File: src/rafp_pkg.sv
// ----------------------------------------------------------------------------
// rafp_pkg
// shared types and character codes for the tag frame parser
// ----------------------------------------------------------------------------
package rafp_pkg;

    // framing and control characters
    localparam logic [7:0] START_BYTE = 8'h02;
    localparam logic [7:0] END_BYTE   = 8'h03;
    localparam logic [7:0] CR_BYTE    = 8'h0D;
    localparam logic [7:0] LF_BYTE    = 8'h0A;

    // hex digit characters
    localparam logic [7:0] CHAR_0 = 8'h30;
    localparam logic [7:0] CHAR_9 = 8'h39;
    localparam logic [7:0] CHAR_A = 8'h41;
    localparam logic [7:0] CHAR_F = 8'h46;

    // byte class seen by the frame assembler
    typedef enum logic [1:0] {
        TOK_DATA,
        TOK_SYNC,
        TOK_TERM
    } tok_kind_t;

    typedef struct packed {
        tok_kind_t  kind;
        logic [7:0] value;
    } token_t;

endpackage

File: src/rfid_ascii_frame_parser.sv
// ----------------------------------------------------------------------------
// rfid_ascii_frame_parser
// ascii-hex tag frame parser with xor check byte
// ----------------------------------------------------------------------------
//
// channel  dir  handshake              payload
// -------  ---  ---------------------  ---------------------------------------
// in       in   in_valid / in_ready    rx_byte[7:0]
// out      out  out_valid / out_ready  tag_id[8*ID_BYTES-1:0], check_byte[7:0],
//                                      checksum_ok
//
// one byte transfer per cycle sustained while the output is not stalled; the
// assembler retires one token per cycle unless stalled, via a combinational
// pack and xor path; out_valid rises once the last character has passed the
// queue entry (written at the transfer edge) and then the result register
// reset clears the frame state, the queue pointers and out_valid
// a stalled output holds the assembler; the two-entry queue keeps taking
// bytes until it fills, then in_ready drops
//
module rfid_ascii_frame_parser
#(
    parameter int ID_BYTES = 5
)
(
    input  logic                  clk,
    input  logic                  rst_n,
    input  logic                  in_valid,
    output logic                  in_ready,
    input  logic [7:0]            rx_byte,
    output logic                  out_valid,
    input  logic                  out_ready,
    output logic [8*ID_BYTES-1:0] tag_id,
    output logic [7:0]            check_byte,
    output logic                  checksum_ok
);

    // classified byte entering the queue
    rafp_pkg::token_t in_token;

    // queue head toward the assembler
    rafp_pkg::token_t head_token;
    logic             token_valid;
    logic             token_ready;

    // front: byte classification, stateless
    rafp_classify u_classify
    (
        .rx_byte (rx_byte),
        .token   (in_token)
    );

    // queue decouples the byte stream from output stalls
    rafp_fifo u_fifo
    (
        .clk        (clk),
        .rst_n      (rst_n),
        .push_valid (in_valid),
        .push_ready (in_ready),
        .push_data  (in_token),
        .pop_valid  (token_valid),
        .pop_ready  (token_ready),
        .pop_data   (head_token)
    );

    // back: frame tracking, byte packing and the result register
    rafp_assemble #(
        .ID_BYTES (ID_BYTES)
    ) u_assemble
    (
        .clk         (clk),
        .rst_n       (rst_n),
        .token_valid (token_valid),
        .token_ready (token_ready),
        .token       (head_token),
        .out_valid   (out_valid),
        .out_ready   (out_ready),
        .tag_id      (tag_id),
        .check_byte  (check_byte),
        .checksum_ok (checksum_ok)
    );

    // a byte transfer always leaves the queue non-empty
    a_push_fills: assert property (@(posedge clk) disable iff (!rst_n)
        (in_valid && in_ready) |=> token_valid)
        else $error("queue empty after byte transfer");

    // the queue only refuses bytes when it holds tokens
    a_full_nonempty: assert property (@(posedge clk) disable iff (!rst_n)
        !in_ready |-> token_valid)
        else $error("queue refuses bytes while empty");

    // a stalled result blocks the assembler
    a_stall_holds_back: assert property (@(posedge clk) disable iff (!rst_n)
        (out_valid && !out_ready) |-> !token_ready)
        else $error("assembler advances over a stalled result");

endmodule

File: src/rafp_classify.sv
// ----------------------------------------------------------------------------
// rafp_classify
// sorts a received byte into sync, terminator or data and maps hex digits
// ----------------------------------------------------------------------------
module rafp_classify
(
    input  logic [7:0]      rx_byte,
    output rafp_pkg::token_t token
);

    always_comb
    begin
        token.kind  = rafp_pkg::TOK_DATA;
        token.value = rx_byte;
        if (rx_byte == rafp_pkg::START_BYTE)
        begin
            token.kind = rafp_pkg::TOK_SYNC;
        end
        else if (rx_byte == rafp_pkg::END_BYTE || rx_byte == rafp_pkg::CR_BYTE
                 || rx_byte == rafp_pkg::LF_BYTE)
        begin
            token.kind = rafp_pkg::TOK_TERM;
        end
        else if (rx_byte >= rafp_pkg::CHAR_0 && rx_byte <= rafp_pkg::CHAR_9)
        begin
            token.value = rx_byte - rafp_pkg::CHAR_0;
        end
        else if (rx_byte >= rafp_pkg::CHAR_A && rx_byte <= rafp_pkg::CHAR_F)
        begin
            // 'A' maps to ten
            token.value = rx_byte - rafp_pkg::CHAR_A + 8'd10;
        end
    end

endmodule

File: src/rafp_fifo.sv
// ----------------------------------------------------------------------------
// rafp_fifo
// two-entry token queue between classifier and frame assembler
// ----------------------------------------------------------------------------
module rafp_fifo
(
    input  logic             clk,
    input  logic             rst_n,
    input  logic             push_valid,
    output logic             push_ready,
    input  rafp_pkg::token_t push_data,
    output logic             pop_valid,
    input  logic             pop_ready,
    output rafp_pkg::token_t pop_data
);

    localparam int DEPTH = 2;

    rafp_pkg::token_t entry_reg [DEPTH];
    logic             wr_ptr_reg;
    logic             wr_ptr_next;
    logic             rd_ptr_reg;
    logic             rd_ptr_next;
    logic [1:0]       count_reg;
    logic [1:0]       count_next;
    logic             do_push;
    logic             do_pop;

    assign push_ready = (count_reg != 2'(DEPTH));
    assign pop_valid  = (count_reg != 2'd0);
    assign pop_data   = entry_reg[rd_ptr_reg];
    assign do_push    = push_valid && push_ready;
    assign do_pop     = pop_valid && pop_ready;

    always_comb
    begin
        wr_ptr_next = do_push ? ~wr_ptr_reg : wr_ptr_reg;
        rd_ptr_next = do_pop  ? ~rd_ptr_reg : rd_ptr_reg;
        count_next  = count_reg;
        if (do_push && !do_pop)
        begin
            count_next = count_reg + 2'd1;
        end
        else if (do_pop && !do_push)
        begin
            count_next = count_reg - 2'd1;
        end
    end

    always_ff @(posedge clk or negedge rst_n)
    begin
        if (!rst_n)
        begin
            wr_ptr_reg <= 1'b0;
            rd_ptr_reg <= 1'b0;
            count_reg  <= 2'd0;
        end
        else
        begin
            wr_ptr_reg <= wr_ptr_next;
            rd_ptr_reg <= rd_ptr_next;
            count_reg  <= count_next;
        end
    end

    always_ff @(posedge clk)
    begin
        if (do_push)
        begin
            entry_reg[wr_ptr_reg] <= push_data;
        end
    end

endmodule

File: src/rafp_assemble.sv
// ----------------------------------------------------------------------------
// rafp_assemble
// frame state machine: packs nibble pairs, builds the tag and checks the xor
// ----------------------------------------------------------------------------
module rafp_assemble
#(
    parameter int ID_BYTES = 5
)
(
    input  logic                    clk,
    input  logic                    rst_n,
    input  logic                    token_valid,
    output logic                    token_ready,
    input  rafp_pkg::token_t        token,
    output logic                    out_valid,
    input  logic                    out_ready,
    output logic [8*ID_BYTES-1:0]   tag_id,
    output logic [7:0]              check_byte,
    output logic                    checksum_ok
);

    localparam int FRAME_CHARS = 2 * (ID_BYTES + 1);
    localparam int CNT_W       = $clog2(FRAME_CHARS);
    localparam int TAG_W       = 8 * ID_BYTES;

    typedef enum logic {
        ST_IDLE,
        ST_FRAME
    } state_t;

    state_t              state_reg;
    state_t              state_next;
    logic [CNT_W-1:0]    count_reg;
    logic [CNT_W-1:0]    count_next;
    logic [3:0]          pending_reg;
    logic [3:0]          pending_next;
    logic [7:0]          frame_bytes_reg [ID_BYTES];
    logic                out_valid_reg;
    logic                out_valid_next;
    logic [TAG_W-1:0]    tag_id_reg;
    logic [TAG_W-1:0]    tag_id_next;
    logic [7:0]          check_byte_reg;
    logic [7:0]          check_byte_next;
    logic                checksum_ok_reg;
    logic                checksum_ok_next;
    logic                take;
    logic                byte_write;
    logic [CNT_W-2:0]    byte_idx;
    logic [7:0]          packed_byte;
    logic [7:0]          id_xor;

    assign token_ready = !out_valid_reg || out_ready;
    assign take        = token_valid && token_ready;
    assign byte_idx    = count_reg[CNT_W-1:1];
    assign packed_byte = {pending_reg, 4'b0000} | token.value;

    assign out_valid   = out_valid_reg;
    assign tag_id      = tag_id_reg;
    assign check_byte  = check_byte_reg;
    assign checksum_ok = checksum_ok_reg;

    always_comb
    begin
        id_xor = 8'd0;
        tag_id_next = '0;
        for (int i = 0; i < ID_BYTES; i++)
        begin
            id_xor = id_xor ^ frame_bytes_reg[i];
            tag_id_next[8*(ID_BYTES-1-i) +: 8] = frame_bytes_reg[i];
        end
    end

    always_comb
    begin
        state_next       = state_reg;
        count_next       = count_reg;
        pending_next     = pending_reg;
        byte_write       = 1'b0;
        out_valid_next   = out_valid_reg && !out_ready;
        check_byte_next  = check_byte_reg;
        checksum_ok_next = checksum_ok_reg;
        if (take)
        begin
            case (state_reg)
                ST_IDLE:
                begin
                    if (token.kind == rafp_pkg::TOK_SYNC)
                    begin
                        state_next = ST_FRAME;
                        count_next = '0;
                    end
                end
                ST_FRAME:
                begin
                    case (token.kind)
                        rafp_pkg::TOK_DATA:
                        begin
                            if (count_reg[0])
                            begin
                                byte_write = 1'b1;
                            end
                            else
                            begin
                                pending_next = token.value[3:0];
                            end
                            if (count_reg == CNT_W'(FRAME_CHARS - 1))
                            begin
                                // last char closes the check byte
                                state_next       = ST_IDLE;
                                count_next       = '0;
                                out_valid_next   = 1'b1;
                                check_byte_next  = packed_byte;
                                checksum_ok_next = (id_xor == packed_byte);
                            end
                            else
                            begin
                                count_next = count_reg + CNT_W'(1);
                            end
                        end
                        default:
                        begin
                            // sync or terminator inside a frame aborts it
                            state_next = ST_IDLE;
                            count_next = '0;
                        end
                    endcase
                end
                default:
                begin
                    state_next = ST_IDLE;
                end
            endcase
        end
    end

    always_ff @(posedge clk or negedge rst_n)
    begin
        if (!rst_n)
        begin
            state_reg       <= ST_IDLE;
            count_reg       <= '0;
            pending_reg     <= 4'd0;
            out_valid_reg   <= 1'b0;
            tag_id_reg      <= '0;
            check_byte_reg  <= 8'd0;
            checksum_ok_reg <= 1'b0;
        end
        else
        begin
            state_reg       <= state_next;
            count_reg       <= count_next;
            pending_reg     <= pending_next;
            out_valid_reg   <= out_valid_next;
            check_byte_reg  <= check_byte_next;
            checksum_ok_reg <= checksum_ok_next;
            if (take && out_valid_next && !(out_valid_reg && !out_ready))
            begin
                tag_id_reg <= tag_id_next;
            end
        end
    end

    always_ff @(posedge clk)
    begin
        for (int i = 0; i < ID_BYTES; i++)
        begin
            if (byte_write && byte_idx == (CNT_W-1)'(i))
            begin
                frame_bytes_reg[i] <= packed_byte;
            end
        end
    end

endmodule
File: config.mk
export PLATFORM = sky130hd
export DESIGN_NAME = rfid_ascii_frame_parser
export DESIGN_NICKNAME = d
export VERILOG_FILES = /design/src/rafp_pkg.sv /design/src/rfid_ascii_frame_parser.sv /design/src/rafp_classify.sv /design/src/rafp_fifo.sv /design/src/rafp_assemble.sv
export SDC_FILE = /design/constraint.sdc
export NUM_CORES = 1
export LEC_CHECK = 0
export BUFFER_PORTS_ARGS = -buffer_cell sky130_fd_sc_hd__clkbuf_2
export CAP_MARGIN = 40
export CORE_UTILIZATION = 44
export CTS_BUF_LIST = sky130_fd_sc_hd__clkbuf_4 sky130_fd_sc_hd__clkbuf_8 sky130_fd_sc_hd__clkbuf_16
export CTS_CLUSTER_SIZE = 10
export DETAILED_ROUTE_END_ITERATION = 7
export SETUP_SLACK_MARGIN = 0.4
export SLEW_MARGIN = 20
export SYNTH_ARGS = -nofsm -noshare
export SYNTH_HDL_FRONTEND = slang
export SYNTH_SLANG_ARGS = --single-unit
File: constraint.sdc
create_clock -name clk -period 3.4 [get_ports clk]
set_input_delay 0.34 -clock clk [delete_from_list [all_inputs] [get_ports clk]]
set_output_delay 0.34 -clock clk [all_outputs]
set_load 0.005 [all_outputs]
==> out/qor.csv, run 1 <==
metric;value;unit
area delta synth->final;20.9;%
status;complete, but fails checks;
hold crit path type;in2reg;
I/O pins;63;
Power Density;687;mW/mm^2
Final Critical Period;2.51;ns
core box area;0.0116;sq mm
final hold viol count;0;
top_reg_cell synth;dfrtp_1;
r2r startpoint;u_fifo.rd_ptr_reg;
Yosys top cell by area;edfxtp_1;
Clock transition at path regs;0.05;ns
top-area cell type share of the netlist area;33.9;%
Synth Register Bits;123;
Max-Cap Viols;0;
final critical-path share of the clock period;73.7;%
CP max stage delay;0.78;ns
Slew @ Worst Pin;0.679;ns
post-synthesis cell area;0.00532;sq mm
Comb pwr share;14.7;%
clock root buffer;clkbuf_16;
worst hold start;in_valid;
Post-Route Setup TNS;0;ns
RSZ-0062 raised after global routing;no;
CP required;3.43;ns
total CTS buffers;17;
FF+latch area;0.00338;sq mm
layout cell share with drive strength beyond 1;37.6;%
cell repeated most along the worst path;nor2_1;
worst skew pair latency;0.40;ns
Leak;0.00282;uW
H-tree Lvls;4;
Finished Cell Area;0.00643;sq mm
Power Total;4410;uW
Synth cell types;52;
clock buffer depth;2;
clk sinks;123;
# port buffers;62;
Crit Path Category;reg2reg;
drt pass-1 iters;8;
die width;112;microns
post-cts resize count;0;
asr flop ratio synth;51.2;%
Synth Net Count;367;
internal cell power;3320;uW
clock network power share;42.4;%
Cells after Synth;347;
switching power total;1100;uW
max_slew headroom;54.7;%
worst-path fanout max;17;
Vias;2953;
Critical Path Start Type;flop;
initial cell density of the core;45.8;%
clk_skew;0.00640;ns
Die H;112;microns
Final ANT Viol Nets;0;
DRC Markers;5;
vias in the first global route;2891;
failing checks;design-rule violations;
part of the power in registers;42.9;%
HPWL after DPL;6320;microns
Final Max Tran Viols;0;
placed cell area;0.00576;sq mm
diode count;0;
WP data arrival;2.54;ns
CP endpoint kind;flop;
synth warn;0;
Die ar.;0.0125;sq mm
GPL Wtd Cong;0.784;
Worst path slowest cell;dfrtp_1;
WL/cell;15.7;microns
row count;39;
initial antenna violation count;0;
Net Sw Frac;24.9;%
largest net degree at the start of global routing;54;
fmax;399;MHz
VDD IR max;0.000370;V
Iteration-0 DRC Markers;139;
gr usage total;15.8;%
Area contributors post-synth;edfxtp_1 34%, dfrtp_1 30%, mux2_2 10%;
sequential share of the synthesized area;63.5;%
CP Cell Sequence;nor3b_2 > o21ai_2 > nor2_1 > nand3b_1 > nor2_1;
Mean Syn Cell Area;15.3;sq um
GR Overflow Total;0;
Post-synth EDFFs;60;
Via-to-Cell Ratio;5.06;
CTS tree;yes;
first-pass GRT wire length;15000;microns
Setup crit start;u_fifo.rd_ptr_reg;
most common cell in the netlist;dfrtp_1;
area of the multi-input gates;0.00180;sq mm
# fillers;980;
NumNets Final;448;
Post-synth top cells;63 x dfrtp_1, 60 x edfxtp_1, 47 x mux2_2, 30 x xnor2_1;
Total Wirelength;9160;microns
final setup vio count;0;
logic make-up after synthesis:
| kind of cell | share of synthesized area (%) |
|---|---|
| and+or+nand+nor | 6.28 |
| xor gates and xnor gates | 8.42 |
| muxes | 11.8 |
| AOI/OAI and AO/OA | 5.32 |
| DFF | 63.5 |
| buffers and inverters | 2.73 |
| adders and majority gates | 1.88 |
path summary, 6_finish.rpt:
kind / to / slack (ns) / cells past startpoint
setup reg to reg: u_assemble.frame_bytes_reg[0][28] / 0.89 / 5
max in group asynchronous: u_assemble.tag_id[29] / 2.47 / 3
setup / recovery: u_assemble.frame_bytes_reg[0][28] / 0.89 / 5
min in group asynchronous: u_assemble.tag_id[31] / 0.29 / 2
hold / removal: u_fifo.wr_ptr_reg / 0.24 / 3
hold reg to reg: u_assemble.tag_id[38] / 0.49 / 1
cells in the final DEF, fill, tap and decap left out, types with 9 or more instances in the layout:
cell type,count
xnor2_1,30
mux2_2,47
xor2_1,9
nor2_1,13
nand2_1,13
inv_1,13
dfrtp_1,63
edfxtp_1,60
clkbuf_2,62
clkbuf_16,18
per-layer routing:
metal / wire, microns / GRT usage (%)
met1: 4240 / 20.7
met5: 0 / 0
met2: 4510 / 24.8
met3: 260 / 3.76
met4: 140 / 8.00
per-stage QoR:
step	instances	hold slack, ns	util [%]	setup WS [ns]
after global routing	584	0.243	55.4	0.630
after detailed placement	549	0.450	49.6	0.845
after floorplan	347	0.0444	-	1.03
final	584	0.244	55.4	0.894
after CTS	581	0.0164	55.0	0.832
after global placement	549	0.448	49.6	0.910
power groups by stage:
stage                     clock network, uW  registers, uW  logic [uW]
after CTS                              1900           1900         656
after global routing                   1980           1910         710
final                                  1870           1890         650
after detailed placement                  0           1920         654
after global placement                    0           1910         636
after floorplan                           0           1860         555
worst max-delay path, delay by kind of cell (launching register included):
family | cells | cell delay [ns]
AOI/OAI and AO/OA | 1 | 0.13
DFF | 1 | 0.78
and+or+nand+nor | 4 | 1.23
repair_timing:
action	in CTS	in global routing
endpoints found under the hold margin	0	30
setup buffers	0	0
hold buffers	0	1
final cells by class:
cell class	instances	share of cell area [%]
Tap cell	143	2.78
Timing Repair Buffer	71	6.11
Clock buffer	21	7.65
Inverter	13	0.759
Sequential cell	123	52.5
Multi-Input combinational cell	202	28.0
Clock inverter	11	2.16
(Power assumes the default switching activity.)
==> run 2, diff against run 1 <==
==> constraint.sdc (replaced) <==
create_clock -name clk -period 2.6 [get_ports clk]
set_input_delay 0.26 -clock clk [delete_from_list [all_inputs] [get_ports clk]]
set_output_delay 0.26 -clock clk [all_outputs]
set_load 0.005 [all_outputs]
==> run 2 against run 1 <==
Via count is 0.27% higher; the run still ends with design-rule violations left; critical endpoint is now u_assemble.checksum_ok; largest power group unchanged; highest routed layer unchanged; combinational power is 40% higher; critical path type unchanged; critical path depth is 1 higher.
==> out/qor.csv, run 2 (synthesis gave the netlist of run 1 again) <==
metric;value;unit
RSZ-0062 raised after global routing;no;
I/O pins;63;
max_slew headroom;68.8;%
status;complete, but fails checks;
initial antenna violation count;0;
Net Sw Frac;24.7;%
Max-Cap Viols;0;
Critical Path Start Type;flop;
internal cell power;4340;uW
final critical-path share of the clock period;79.7;%
Worst path slowest cell;dfrtp_2;
Leak;0.00286;uW
area delta synth->final;22.1;%
core box area;0.0116;sq mm
initial cell density of the core;45.8;%
Total Wirelength;9420;microns
die width;112;microns
Post-CTS Setup Inserts;0;
worst-path fanout max;12;
largest net degree at the start of global routing;54;
HPWL after DPL;6580;microns
WL/cell;16.0;microns
CP required;2.94;ns
Slew @ Worst Pin;0.468;ns
gr usage total;16.8;%
fin worst setup slack;0.528;ns
Die ar.;0.0125;sq mm
clock root buffer;clkbuf_16;
CP endpoint kind;flop;
DRC Markers;6;
dpl ws;0.373;ns
CP max stage delay;0.52;ns
final hold viol count;0;
worst hold path cell count;3;
vias in the first global route;3092;
Clock transition at path regs;0.05;ns
Final ANT Viol Nets;0;
Power Density;888;mW/mm^2
clock network power share;41.5;%
Die H;112;microns
failing checks;design-rule violations;
Final Max Tran Viols;0;
Iteration-0 DRC Markers;169;
# fillers;949;
reg2reg path depth;6;
Comb pwr share;15.8;%
total CTS buffers;17;
most frequent cells in the layout;62 x clkbuf_2, 62 x dfrtp_1, 60 x edfxtp_1, 47 x mux2_2, 30 x xnor2_1;
GR Overflow Total;0;
# port buffers;62;
VDD IR max;0.000412;V
CTS tree;yes;
drt pass-1 iters;8;
worst skew pair latency;0.40;ns
GPL Wtd Cong;0.753;
clock buffer depth;2;
CP Cell Sequence;buf_4 > mux2_2 > xnor2_1 > xnor2_1 > nor4_2 > a31o_1;
fmax;483;MHz
Vias;2961;
switching power total;1430;uW
clk sinks;123;
first-pass GRT wire length;15800;microns
final hold slack;0.171;ns
clk_skew;0.00560;ns
Via-to-Cell Ratio;5.02;
hold crit path type;in2reg;
part of the power in registers;42.7;%
diode count;0;
layout cell share with drive strength beyond 1;38.9;%
NumNets Final;454;
cell repeated most along the worst path;xnor2_1;
Post-Route Setup TNS;0;ns
Final Critical Period;2.07;ns
WP data arrival;2.41;ns
Crit Path Category;reg2reg;
H-tree Lvls;4;
row count;39;
final setup vio count;0;
run 2: cell types whose count changed in the layout (fill, tap and decap cells not counted), sizes merged:
cell    change
clkinv      -2
inv         +2
buf         +6
run 2: stage by stage:
step / total power, uW / instances / utilization (%) / instance area [sq um]
after detailed placement: 3410 / 557 / 50.5 / 5860
after global routing: 6030 / 590 / 55.9 / 6490
after global placement: 3370 / 556 / 50.3 / 5840
final: 5770 / 590 / 55.9 / 6490
after CTS: 5830 / 590 / 55.8 / 6480
after floorplan: 3160 / 347 / - / 5320
run 2: final cells by class:
class	instances	area [sq um]	area share, %
clock inverters	11	140	2.16
well taps	143	179	2.76
repair buffers	77	463	7.13
clock buffers	21	474	7.30
inverters	13	48.8	0.751
multi-input cells	202	1810	27.9
flip-flops and latches	123	3380	52.0
run 2: power by group through the flow:
stage               registers (uW)  logic, uW  clock network (uW)
floorplan                     2440        725                   0
global placement              2490        881                   0
detailed placement            2490        917                   0
CTS                           2460        922                2450
global route                  2480       1000                2540
finish                        2460        909                2390
run 2: path summary, 6_finish.rpt:
kind / from / endpoint / slack [ns]
max: u_fifo.rd_ptr_reg / u_assemble.checksum_ok / 0.53
min: in_valid / u_fifo.wr_ptr_reg / 0.17
max reg2reg: u_fifo.rd_ptr_reg / u_assemble.checksum_ok / 0.53
min reg2reg: u_assemble.tag_id[38] / u_assemble.tag_id[38] / 0.48
max in group asynchronous: rst_n / u_fifo.rd_ptr_reg / 1.93
min in group asynchronous: rst_n / u_assemble.tag_id[22] / 0.24
run 2: repair_timing:
action | 4_1_cts | 5_1_grt
setup endpoints to repair | 9 | 16
resized for setup | 1 | 2
hold buffers | 1 | 0
endpoints found under the hold margin | 63 | 0
run 2: critical path, delay by kind of cell (launching register included):
kind                   cells  cell delay [ns]
buffers and inverters      1             0.21
flip-flops                 1             0.52
multiplexers               1             0.43
AND/OR/NAND/NOR            1             0.36
XOR/XNOR                   2             0.31
AO/OA/AOI/OAI              1             0.19
run 2: routing by layer:
layer	share of wire [%]	vias to the layer above	global-route usage (%)
met1	44	1472	20.6
met5	0	-	0
met3	3.1	6	4.52
met4	0.85	0	6.40
li1	-	1433	-
met2	52	50	28.3
